`src/design/okvt_pkg.sv`:
```
// Shared types and constants for the ordered key-value table.
// No dependencies; imported by okvt_cell and ordered_key_value_table.
`default_nettype none

package okvt_pkg;

   localparam int ENTRIES     = 16;
   localparam int KEY_WIDTH   = 32;
   localparam int VALUE_WIDTH = 32;

   typedef enum logic [1:0] {
      CMD_DEFINE = 2'd0,
      CMD_LOOKUP = 2'd1,
      CMD_ERASE  = 2'd2
   } cmd_type;

   typedef enum logic [1:0] {
      ST_OK        = 2'd0,
      ST_NOT_FOUND = 2'd1,
      ST_FULL      = 2'd2
   } status_type;

   // Command broadcast to every cell
   typedef struct packed {
      logic                   go;
      logic [1:0]             command;
      logic [KEY_WIDTH-1:0]   key;
      logic [VALUE_WIDTH-1:0] value;
   } cmd_bus_type;

   // Passed from an older cell to the next younger one
   typedef struct packed {
      logic                   seen_hit;
      logic                   valid;
      logic [VALUE_WIDTH-1:0] pick;
   } older_link_type;

   // Passed from a younger cell to the next older one, for closing gaps
   typedef struct packed {
      logic                   valid;
      logic [KEY_WIDTH-1:0]   key;
      logic [VALUE_WIDTH-1:0] value;
   } shift_link_type;

endpackage : okvt_pkg

`default_nettype wire

```
`src/design/okvt_cell.sv`:
```
// One table slot: holds a key, a value and a valid bit.
// Depends on okvt_pkg for the command and link structs.
`default_nettype none

module okvt_cell (
   input  wire                           clock,
   input  wire                           reset,
   input  okvt_pkg::cmd_bus_type         cmd,
   input  okvt_pkg::older_link_type      older_i,
   output okvt_pkg::older_link_type      younger_o,
   input  okvt_pkg::shift_link_type      behind_i,
   output okvt_pkg::shift_link_type      ahead_o
);
   import okvt_pkg::*;

   logic                   valid_ff, valid_in;
   logic [KEY_WIDTH-1:0]   key_ff, key_in;
   logic [VALUE_WIDTH-1:0] value_ff, value_in;
   logic                   hit;
   logic                   first_hit;
   logic                   do_load;
   logic                   do_shift;

   assign hit       = valid_ff && (key_ff == cmd.key);
   assign first_hit = hit && !older_i.seen_hit;

   // first empty slot behind a full one takes a new pair
   assign do_load  = cmd.go && (cmd.command == CMD_DEFINE) && !valid_ff && older_i.valid;
   // at or past the oldest match, take the younger neighbour's content
   assign do_shift = cmd.go && (cmd.command == CMD_ERASE) && (older_i.seen_hit || hit);

   always_comb begin
      valid_in = valid_ff;
      key_in   = key_ff;
      value_in = value_ff;
      if (do_load) begin
         valid_in = 1'b1;
         key_in   = cmd.key;
         value_in = cmd.value;
      end else if (do_shift) begin
         valid_in = behind_i.valid;
         key_in   = behind_i.key;
         value_in = behind_i.value;
      end
   end

   always_ff @(posedge clock) begin
      if (reset) begin
         valid_ff <= 1'b0;
      end else begin
         valid_ff <= valid_in;
      end
   end

   always_ff @(posedge clock) begin
      key_ff   <= key_in;
      value_ff <= value_in;
   end

   assign younger_o.seen_hit = older_i.seen_hit || hit;
   assign younger_o.valid    = valid_ff;
   assign younger_o.pick     = older_i.pick | (first_hit ? value_ff : '0);

   assign ahead_o.valid = valid_ff;
   assign ahead_o.key   = key_ff;
   assign ahead_o.value = value_ff;

endmodule : okvt_cell

`default_nettype wire

```
`src/design/ordered_key_value_table.sv`:
```
// Top level of the ordered key-value table: a row of okvt_cell slots
// plus the result register. Depends on okvt_pkg and okvt_cell.
`default_nettype none

// Ordered key-value table.
// Request channel (req_): tuser carries the command (define, lookup,
// erase), tdata carries key and value. Each accepted item yields exactly
// one item on the response channel (rsp_): tuser carries status and
// found, tdata carries the looked-up value.
// Entries sit in a row of cells, oldest in cell 0. Every cell compares
// its key with the request at once; a match flag and a value pick ripple
// from cell to cell, so the oldest match wins. Define fills the first
// empty cell; erase makes every cell at or after the oldest match take
// its younger neighbour's content, closing the gap in a single row update.
// A response item lands in the output register in the cycle after
// acceptance. Throughput: one item per cycle while the receiver keeps
// up; the row and the output register are the only stages.
// Reset clears every valid bit (empty table) and the output valid flag.
// When the receiver stalls, the response item holds in the output
// register and req_tready drops until it is taken; a taken response
// frees the register in the same cycle for the next item.
module ordered_key_value_table (
   input  wire         clock,
   input  wire         reset,
   input  wire         req_tvalid,
   output logic        req_tready,
   input  wire  [1:0]  req_tuser,   // [1:0] command
   input  wire  [63:0] req_tdata,   // [31:0] key, [63:32] value
   output logic        rsp_tvalid,
   input  wire         rsp_tready,
   output logic [2:0]  rsp_tuser,   // [1:0] status, [2] found
   output logic [31:0] rsp_tdata    // [31:0] value_out
);
   import okvt_pkg::*;

   cmd_bus_type                 cmd;
   older_link_type              older_link [ENTRIES+1];
   shift_link_type              shift_link [ENTRIES+1];
   logic [ENTRIES-1:0]          valid_vec;
   logic                        go;
   logic                        full;

   logic                        rsp_valid_ff, rsp_valid_in;
   logic [1:0]                  status_ff, status_in;
   logic                        found_ff, found_in;
   logic [VALUE_WIDTH-1:0]      value_out_ff, value_out_in;

   // accept while the output register is empty or being drained
   assign req_tready = !rsp_valid_ff || rsp_tready;
   assign go         = req_tvalid && req_tready;

   assign cmd.go      = go;
   assign cmd.command = req_tuser;
   assign cmd.key     = req_tdata[KEY_WIDTH-1:0];
   assign cmd.value   = req_tdata[KEY_WIDTH +: VALUE_WIDTH];

   // head of the row: nothing older, treat as full so cell 0 may load
   assign older_link[0].seen_hit = 1'b0;
   assign older_link[0].valid    = 1'b1;
   assign older_link[0].pick     = '0;

   // tail of the row: shifting in from beyond the last cell empties it
   assign shift_link[ENTRIES].valid = 1'b0;
   assign shift_link[ENTRIES].key   = '0;
   assign shift_link[ENTRIES].value = '0;

   for (genvar i = 0; i < ENTRIES; i++) begin : g_cell
      okvt_cell u_cell (
         .clock     (clock),
         .reset     (reset),
         .cmd       (cmd),
         .older_i   (older_link[i]),
         .younger_o (older_link[i+1]),
         .behind_i  (shift_link[i+1]),
         .ahead_o   (shift_link[i])
      );
      assign valid_vec[i] = older_link[i+1].valid;
   end

   assign full = valid_vec[ENTRIES-1];

   // result for the item being accepted
   always_comb begin
      status_in    = ST_OK;
      found_in     = 1'b0;
      value_out_in = '0;
      case (req_tuser)
         CMD_DEFINE: begin
            if (full) begin
               status_in = ST_FULL;
            end
         end
         CMD_LOOKUP: begin
            if (older_link[ENTRIES].seen_hit) begin
               found_in     = 1'b1;
               value_out_in = older_link[ENTRIES].pick;
            end else begin
               status_in = ST_NOT_FOUND;
            end
         end
         CMD_ERASE: begin
            if (older_link[ENTRIES].seen_hit) begin
               found_in = 1'b1;
            end else begin
               status_in = ST_NOT_FOUND;
            end
         end
         default: begin
            // unused code: no operation, plain ok
            status_in = ST_OK;
         end
      endcase
   end

   always_comb begin
      rsp_valid_in = rsp_valid_ff;
      if (go) begin
         rsp_valid_in = 1'b1;
      end else if (rsp_tready) begin
         rsp_valid_in = 1'b0;
      end
   end

   always_ff @(posedge clock) begin
      if (reset) begin
         rsp_valid_ff <= 1'b0;
      end else begin
         rsp_valid_ff <= rsp_valid_in;
      end
   end

   // hold payload unless a new item lands
   always_ff @(posedge clock) begin
      if (go) begin
         status_ff    <= status_in;
         found_ff     <= found_in;
         value_out_ff <= value_out_in;
      end
   end

   assign rsp_tvalid = rsp_valid_ff;
   assign rsp_tuser  = {found_ff, status_ff};
   assign rsp_tdata  = value_out_ff;

   // occupied cells always form a run from cell 0
   a_valid_packed: assert property (@(posedge clock) disable iff (reset)
      $onehot({1'b0, valid_vec} + {{ENTRIES{1'b0}}, 1'b1}))
      else $error("table holds a gap");

   // a define on a table with room adds exactly one entry
   a_define_grows: assert property (@(posedge clock) disable iff (reset)
      (go && req_tuser == CMD_DEFINE && !full) |=>
      ($countones(valid_vec) == $past($countones(valid_vec)) + 1))
      else $error("define did not add one entry");

   // a successful erase removes exactly one entry
   a_erase_shrinks: assert property (@(posedge clock) disable iff (reset)
      (go && req_tuser == CMD_ERASE && older_link[ENTRIES].seen_hit) |=>
      ($countones(valid_vec) + 1 == $past($countones(valid_vec))))
      else $error("erase did not remove one entry");

   // a lookup leaves the occupancy alone
   a_lookup_keeps: assert property (@(posedge clock) disable iff (reset)
      (go && req_tuser == CMD_LOOKUP) |=> $stable(valid_vec))
      else $error("lookup changed the table");

   // found goes only with an ok status
   a_found_ok: assert property (@(posedge clock) disable iff (reset)
      (rsp_valid_ff && found_ff) |-> (status_ff == ST_OK))
      else $error("found with bad status");

endmodule : ordered_key_value_table

`default_nettype wire
```
`config.mk`:
```
export PLATFORM = sky130hd
export DESIGN_NAME = ordered_key_value_table
export DESIGN_NICKNAME = d
export VERILOG_FILES = /design/src/design/okvt_pkg.sv /design/src/design/okvt_cell.sv /design/src/design/ordered_key_value_table.sv
export SDC_FILE = /design/constraint.sdc
export NUM_CORES = 2
export LEC_CHECK = 0
export ABC_AREA = 1
export BUFFER_PORTS_ARGS = -buffer_cell sky130_fd_sc_hd__buf_2
export CAP_MARGIN = 20
export CORE_MARGIN = 1
export CORE_UTILIZATION = 45
export CTS_CLUSTER_DIAMETER = 50
export DETAILED_ROUTE_END_ITERATION = 10
export PLACE_DENSITY = 0.71
export SLEW_MARGIN = 25
export SYNTH_ARGS = -nofsm -noshare
export SYNTH_HDL_FRONTEND = slang
export SYNTH_SLANG_ARGS = --single-unit
```
`constraint.sdc`:
```
create_clock -name clock -period 7.5 [get_ports clock]
set_input_delay 0.375 -clock clock [delete_from_list [all_inputs] [get_ports clock]]
set_output_delay 0.375 -clock clock [all_outputs]
set_load 0.02 [all_outputs]
```
* Word-level counts from Yosys, hierarchy flattened *
Index checks and enable logic that the tools add are counted.

storage, ports and cells
  output and inout port bits = 37
  flip-flop bits (word level) = 1,076
  word-level logic and storage cells = 351

cells by class
  mux-type cells = 117
  reductions and logical operators = 149
  bitwise gates (word level) = 15
  equal/unequal tests = 18

operators by type and width
  operator              count
  $mux W32              79
  $eq A32 B32 Y1        16
  $or A32 B32 Y32       15
  $logic_and A1 B1 Y1   81
  $mux W1               36
  $reduce_bool A2 Y1    17
  $logic_not A1 Y1      32
  $logic_or A1 B1 Y1    16
  $pmux W2 S2           1
  $eq A2 B1 Y1 const B  1
  $eq A2 B2 Y1 const B  1
  $logic_not A2 Y1      1
  $mux W2               1
  $reduce_and A2 Y1     1
  $reduce_or A2 Y1      1

* Logic depth before layout (Yosys ltp) *
  depth in word-level cells = 20
  depth in mapped cells = 26

* Hierarchy *
From an unflattened synthesis, not the netlist that was laid out.

unflattened totals
  cell total of the unflattened synthesis = 5,627
  area total of the unflattened synthesis = 58,995.3 um2

modules (own cells, without submodules)
  module                   sequential area each (um2)  cells each  area an instance (um2)  instances
  okvt_cell                1,941.9                     344         3,595.9                 16
  ordered_key_value_table  1,071.0                     123         1,460.2                 1

* Least setup slack after synthesis *
OpenSTA, ideal clock, no wires.

  kind = input -> register
  from = in req_tdata[21]
  to = reg g_cell[13].u_cell.key_ff[0], enable pin
  setup time = 0.574 ns
  buffers on the path = 4
  setup slack = 0.191 ns
  data arrival time = 6.735 ns
  stages on the path = 12
  cells stage by stage = buf_2 inv_2 buf_4 buf_4 o21ai_0 or3_1 nor4_1 nand4_1 nor4_4 nor2_4 buf_2 o21ai_0

between the ends
  cells in the longest elaborated chain, start to end = 17

ends and longest elaborated chain
  what                                   RTL line                       source
  start, declared                        ordered_key_value_table.sv:28  input wire [63:0] req_tdata,
  $eq A32 B32 Y1                         okvt_cell.sv:24                assign hit = valid_ff && (key_ff == cmd.key);
  $logic_and A1 B1 Y1                    okvt_cell.sv:24
  $logic_or A1 B1 Y1 (12 in a row)       okvt_cell.sv:60                assign younger_o.seen_hit = older_i.seen_hit || hit;
  $logic_or A1 B1 Y1 *                   okvt_cell.sv:30                assign do_shift = cmd.go && (cmd.command == CMD_ERASE) && (older_i.seen_hit || hit);
  $logic_and A1 B1 Y1 *                  okvt_cell.sv:30
  $reduce_bool A2 Y1 (no source line) *  --
  end signal, assigned                   okvt_cell.sv:56                key_ff <= key_in;
  end, declared                          okvt_cell.sv:17                logic [KEY_WIDTH-1:0] key_ff, key_in;

Mark *: on every way between the ends. The rest lies on a longest branch, timed or not.
A chain may end at the register's enable or synchronous reset.

* Worst setup path after layout *
  from = in req_tdata[4]
  to = reg g_cell[4].u_cell.value_ff[23], enable pin

between the ends
  cells in the longest elaborated chain, start to end = 8

ends and longest elaborated chain
  what                                   RTL line         source
  $eq A32 B32 Y1                         okvt_cell.sv:24
  $logic_and A1 B1 Y1                    okvt_cell.sv:24
  $logic_or A1 B1 Y1 (3 in a row)        okvt_cell.sv:60
  $logic_or A1 B1 Y1 *                   okvt_cell.sv:30
  $logic_and A1 B1 Y1 *                  okvt_cell.sv:30
  $reduce_bool A2 Y1 (no source line) *  --
  end signal, assigned                   okvt_cell.sv:57  value_ff <= value_in;
  end, declared                          okvt_cell.sv:18  logic [VALUE_WIDTH-1:0] value_ff, value_in;

Marks and branches as above.

==> results_dict.tcl <==
set metrics [dict create \
    viasPerCell 5.931 \
    postCtsSetupBuffers 0 \
    rows 132 \
    netlist_area_sq_um 59290 \
    wire_per_inst_um 24.56 \
    stdcell_count 8760 \
    initial_core_util 0.4555 \
    setup_viol 0 \
    syn2layout_area_growth_pct 11.08 \
    grt_usage 0.3174 \
    synth_enable_flop_cells 1059 \
    clkSlewWorstSetupHoldPaths_ps 60 \
    cp.required_ps 7990 \
    powerDensity_nw_per_um2 209.4 \
    dr.pass1.iters 8 \
    cp_max_fo 38 \
    rsz0062_at_grt "false" \
    cp_common_cell "nor2_1" \
    max-slew-margin-rel 0.2732 \
    fin_setup_tns_ps 0 \
    grt_antenna_before_repair 6 \
    via_count 51960 \
    cts_buffer_depth 3 \
    period_minus_slack_ps 5163 \
    yosys.area.top_type "edfxtp_1" \
    slew_violations 0 \
    io_buffer_count 106 \
    dieArea_sq_um 133200 \
    grt_max_degree 131 \
    yosysSeqAreaShare 0.5421 \
    layout-drive-gt1-share 0.08553 \
    hpwl_mm 148.0 \
    synth-seq-cells 1076 \
    postSynthCellCount 7022 \
    overflow 0 \
    status "finished clean" \
    async_flop_share 0 \
    wl_mm 215.1 \
    critPathCaptureType "register" \
    dp.cells 8468 \
    crit_type "input port to register" \
    hold_viol 0 \
    fmax_mhz 193.7 \
    skew_ps 24.08 \
    boundaryPins 107 \
    ant_nets 0 \
    synth_top_cell_area_share 0.5364 \
    grt_pass1_wl_mm 312.6 \
    syn-num-nets 7096 \
    cp_slowest_cell "clkinv_1" \
    vdd_drop_max_v 0.0001388 \
    finalNetCount 6976 \
    synth.area.top_cells "edfxtp_1 54%, nand2_1 11%, o21ai_0 9.1%" \
    gp_congestion 0.9738 \
    fp.dieW_um 365.0 \
    cts_inserted_buffers 138 \
    htree_levels 4 \
    crit_path_max_incr_delay_ps 1020 \
    drt_iter0_markers 7707 \
    cap_violations 0 \
    cts_num_sinks 1076 \
    grt_pass1_vias 47100 \
    core_sq_um 130100 \
    clock-root-buffer "clkbuf_16" \
    path_cells "buf_2, inv_2, or2_2, o2111ai_1, nor2_1, nand2_1, nor2_1, nand3b_2, clkinv_1, o21ai_0, nand2_2, buf_4" \
    synth_warnings 0 \
    worstPathArrival_ps 5650 \
    cts_tree "built" \
    drc 0 \
    startpoint_type "input port" \
    power.leakage_uw 0.02691 \
    synth_cell_types 54 \
    hp-class "input port to register" \
    tightest_slew_ps 1063 \
    postSynthAreaPerCell_sq_um 8.443 \
    clkLatencyLatePin_ps 780 \
    synth_flop_cell "edfxtp_1" \
    fin_crit_sh 0.6884 \
    die_y_um 365.0 \
]
[where the power goes]
group / switching (uW) / leakage [uW] / internal (uW)
sequential: 14.6 / 0.00918 / 6540
clock: 2700 / 0.00215 / 3800
combinational: 581 / 0.0156 / 165
total: 3290 / 0.0269 / 10500
[Yosys cell counts (all sizes together) (3+ instances only)]
master   number
nand2      1813
o21ai      1090
edfxtp     1059
nor2        685
inv         563
nand3       436
clkbuf      370
nand4       269
buf         132
or2         115
xnor2        97
o22ai        70
nor3         56
xor2         51
nor4         50
a21oi        28
nand3b       24
o2111ai      18
dfxtp        17
nor3b        12
a2111oi       9
o211ai        9
a221oi        6
or4           6
nor4b         5
a211oi        4
and2          4
ha            4
and3          3
nor2b         3
o221ai        3
[metal layers]
metal,wire length [um],part of all wire,track usage
met1,91090,0.42,0.4650
met4,9698,0.045,0.1374
met5,73,0.00034,0
met3,25760,0.12,0.07015
met2,88490,0.41,0.4486
[final timing paths]
kind                                     startpoint                                       to  slack, ps  cells past startpoint
max reg2reg  g_cell[0].u_cell.valid_ff$_SDFFE_PP0P_    g_cell[7].u_cell.key_ff[29]$_DFFE_PP_       2350                     16
max                                    req_tdata[4]  g_cell[4].u_cell.value_ff[23]$_DFFE_PP_       2340                     12
min reg2reg  g_cell[5].u_cell.valid_ff$_SDFFE_PP0P_   g_cell[5].u_cell.valid_ff$_SDFFE_PP0P_        500                      2
min                                    req_tuser[1]                   status_ff[0]$_DFFE_PP_        110                      3
[cell type report]
class | instances | area (sq um)
Clock buffer | 174 | 3726
Antenna cell | 3 | 7.507
Fill cell | 12190 | 64290
Multi-Input combinational cell | 4879 | 23230
Timing Repair Buffer | 242 | 1750
Sequential cell | 1076 | 32140
Inverter | 565 | 2121
Clock inverter | 79 | 703.2
Tap cell | 1742 | 2180
[placed cells by master (no fill, tap or decap), types with 7 or more instances in the layout]
cell type / count
nand2_1: 1796
nand2_2: 12
inv_2: 35
nor3_1: 54
clkbuf_16: 144
nand3_1: 419
bufinv_16: 7
xor2_1: 51
nor2_1: 676
a2111oi_0: 9
xnor2_1: 97
a21oi_1: 28
clkinv_1: 20
nor3b_1: 12
inv_6: 16
nand3_4: 12
dlygate4sd3_1: 36
clkinv_2: 19
clkinv_4: 8
buf_2: 106
o21ai_1: 10
inv_1: 526
edfxtp_1: 1059
o22ai_1: 70
o211ai_1: 9
o2111ai_1: 18
clkbuf_1: 29
dfxtp_1: 17
nand3b_1: 22
clkinvlp_4: 9
nand4_1: 268
or2_2: 97
nor4_1: 48
or2_1: 18
o21ai_0: 1078
buf_4: 89
[kinds of logic (layout without fill, tap and decap cells)]
logic type,count (synthesis),after routing,synth area share
compound gates,1242,1242,0.1096
xor+xnor,148,148,0.02186
fa+ha+maj,4,4,0.0008442
buf+inv,1067,1060,0.07057
flops,1076,1076,0.5421
other cells,0,3,0
simple gates,3485,3485,0.2550
[metrics by stage]
step	worst slack (ps)	utilization	hold slack, ps	power, uW	cell area [sq um]
floorplan	190.9	-	444.1	7040	59290
global placement	1694	0.4684	483.5	7368	60960
detailed placement	1774	0.4690	492.6	7365	61040
CTS	2392	0.5058	37.63	13820	65830
global route	1975	0.5060	121.9	14100	65850
finish	2337	0.5060	110.2	13790	65860
[timing repair]
item / in CTS / in global routing
hold endpoints to repair: 35 / 0
gates resized for setup: 0 / 0
hold buffers: 36 / 0
[sequential cells by signal, summed over array words and instances (netlist names)]
signal,cells
g_cell.u_cell.value_ff,512
rsp_tdata,32
found_ff,1
status_ff,2
g_cell.u_cell.valid_ff,16
g_cell.u_cell.key_ff,512
rsp_tvalid,1
[worst max-delay path: cells and delay by family]
family / cells / cell delay [ps]
and+or+nand+nor: 6 / 1800
AOI/OAI and AO/OA: 2 / 730
buffers and inverters: 4 / 2700
Power figures use the tool's default switching activity.
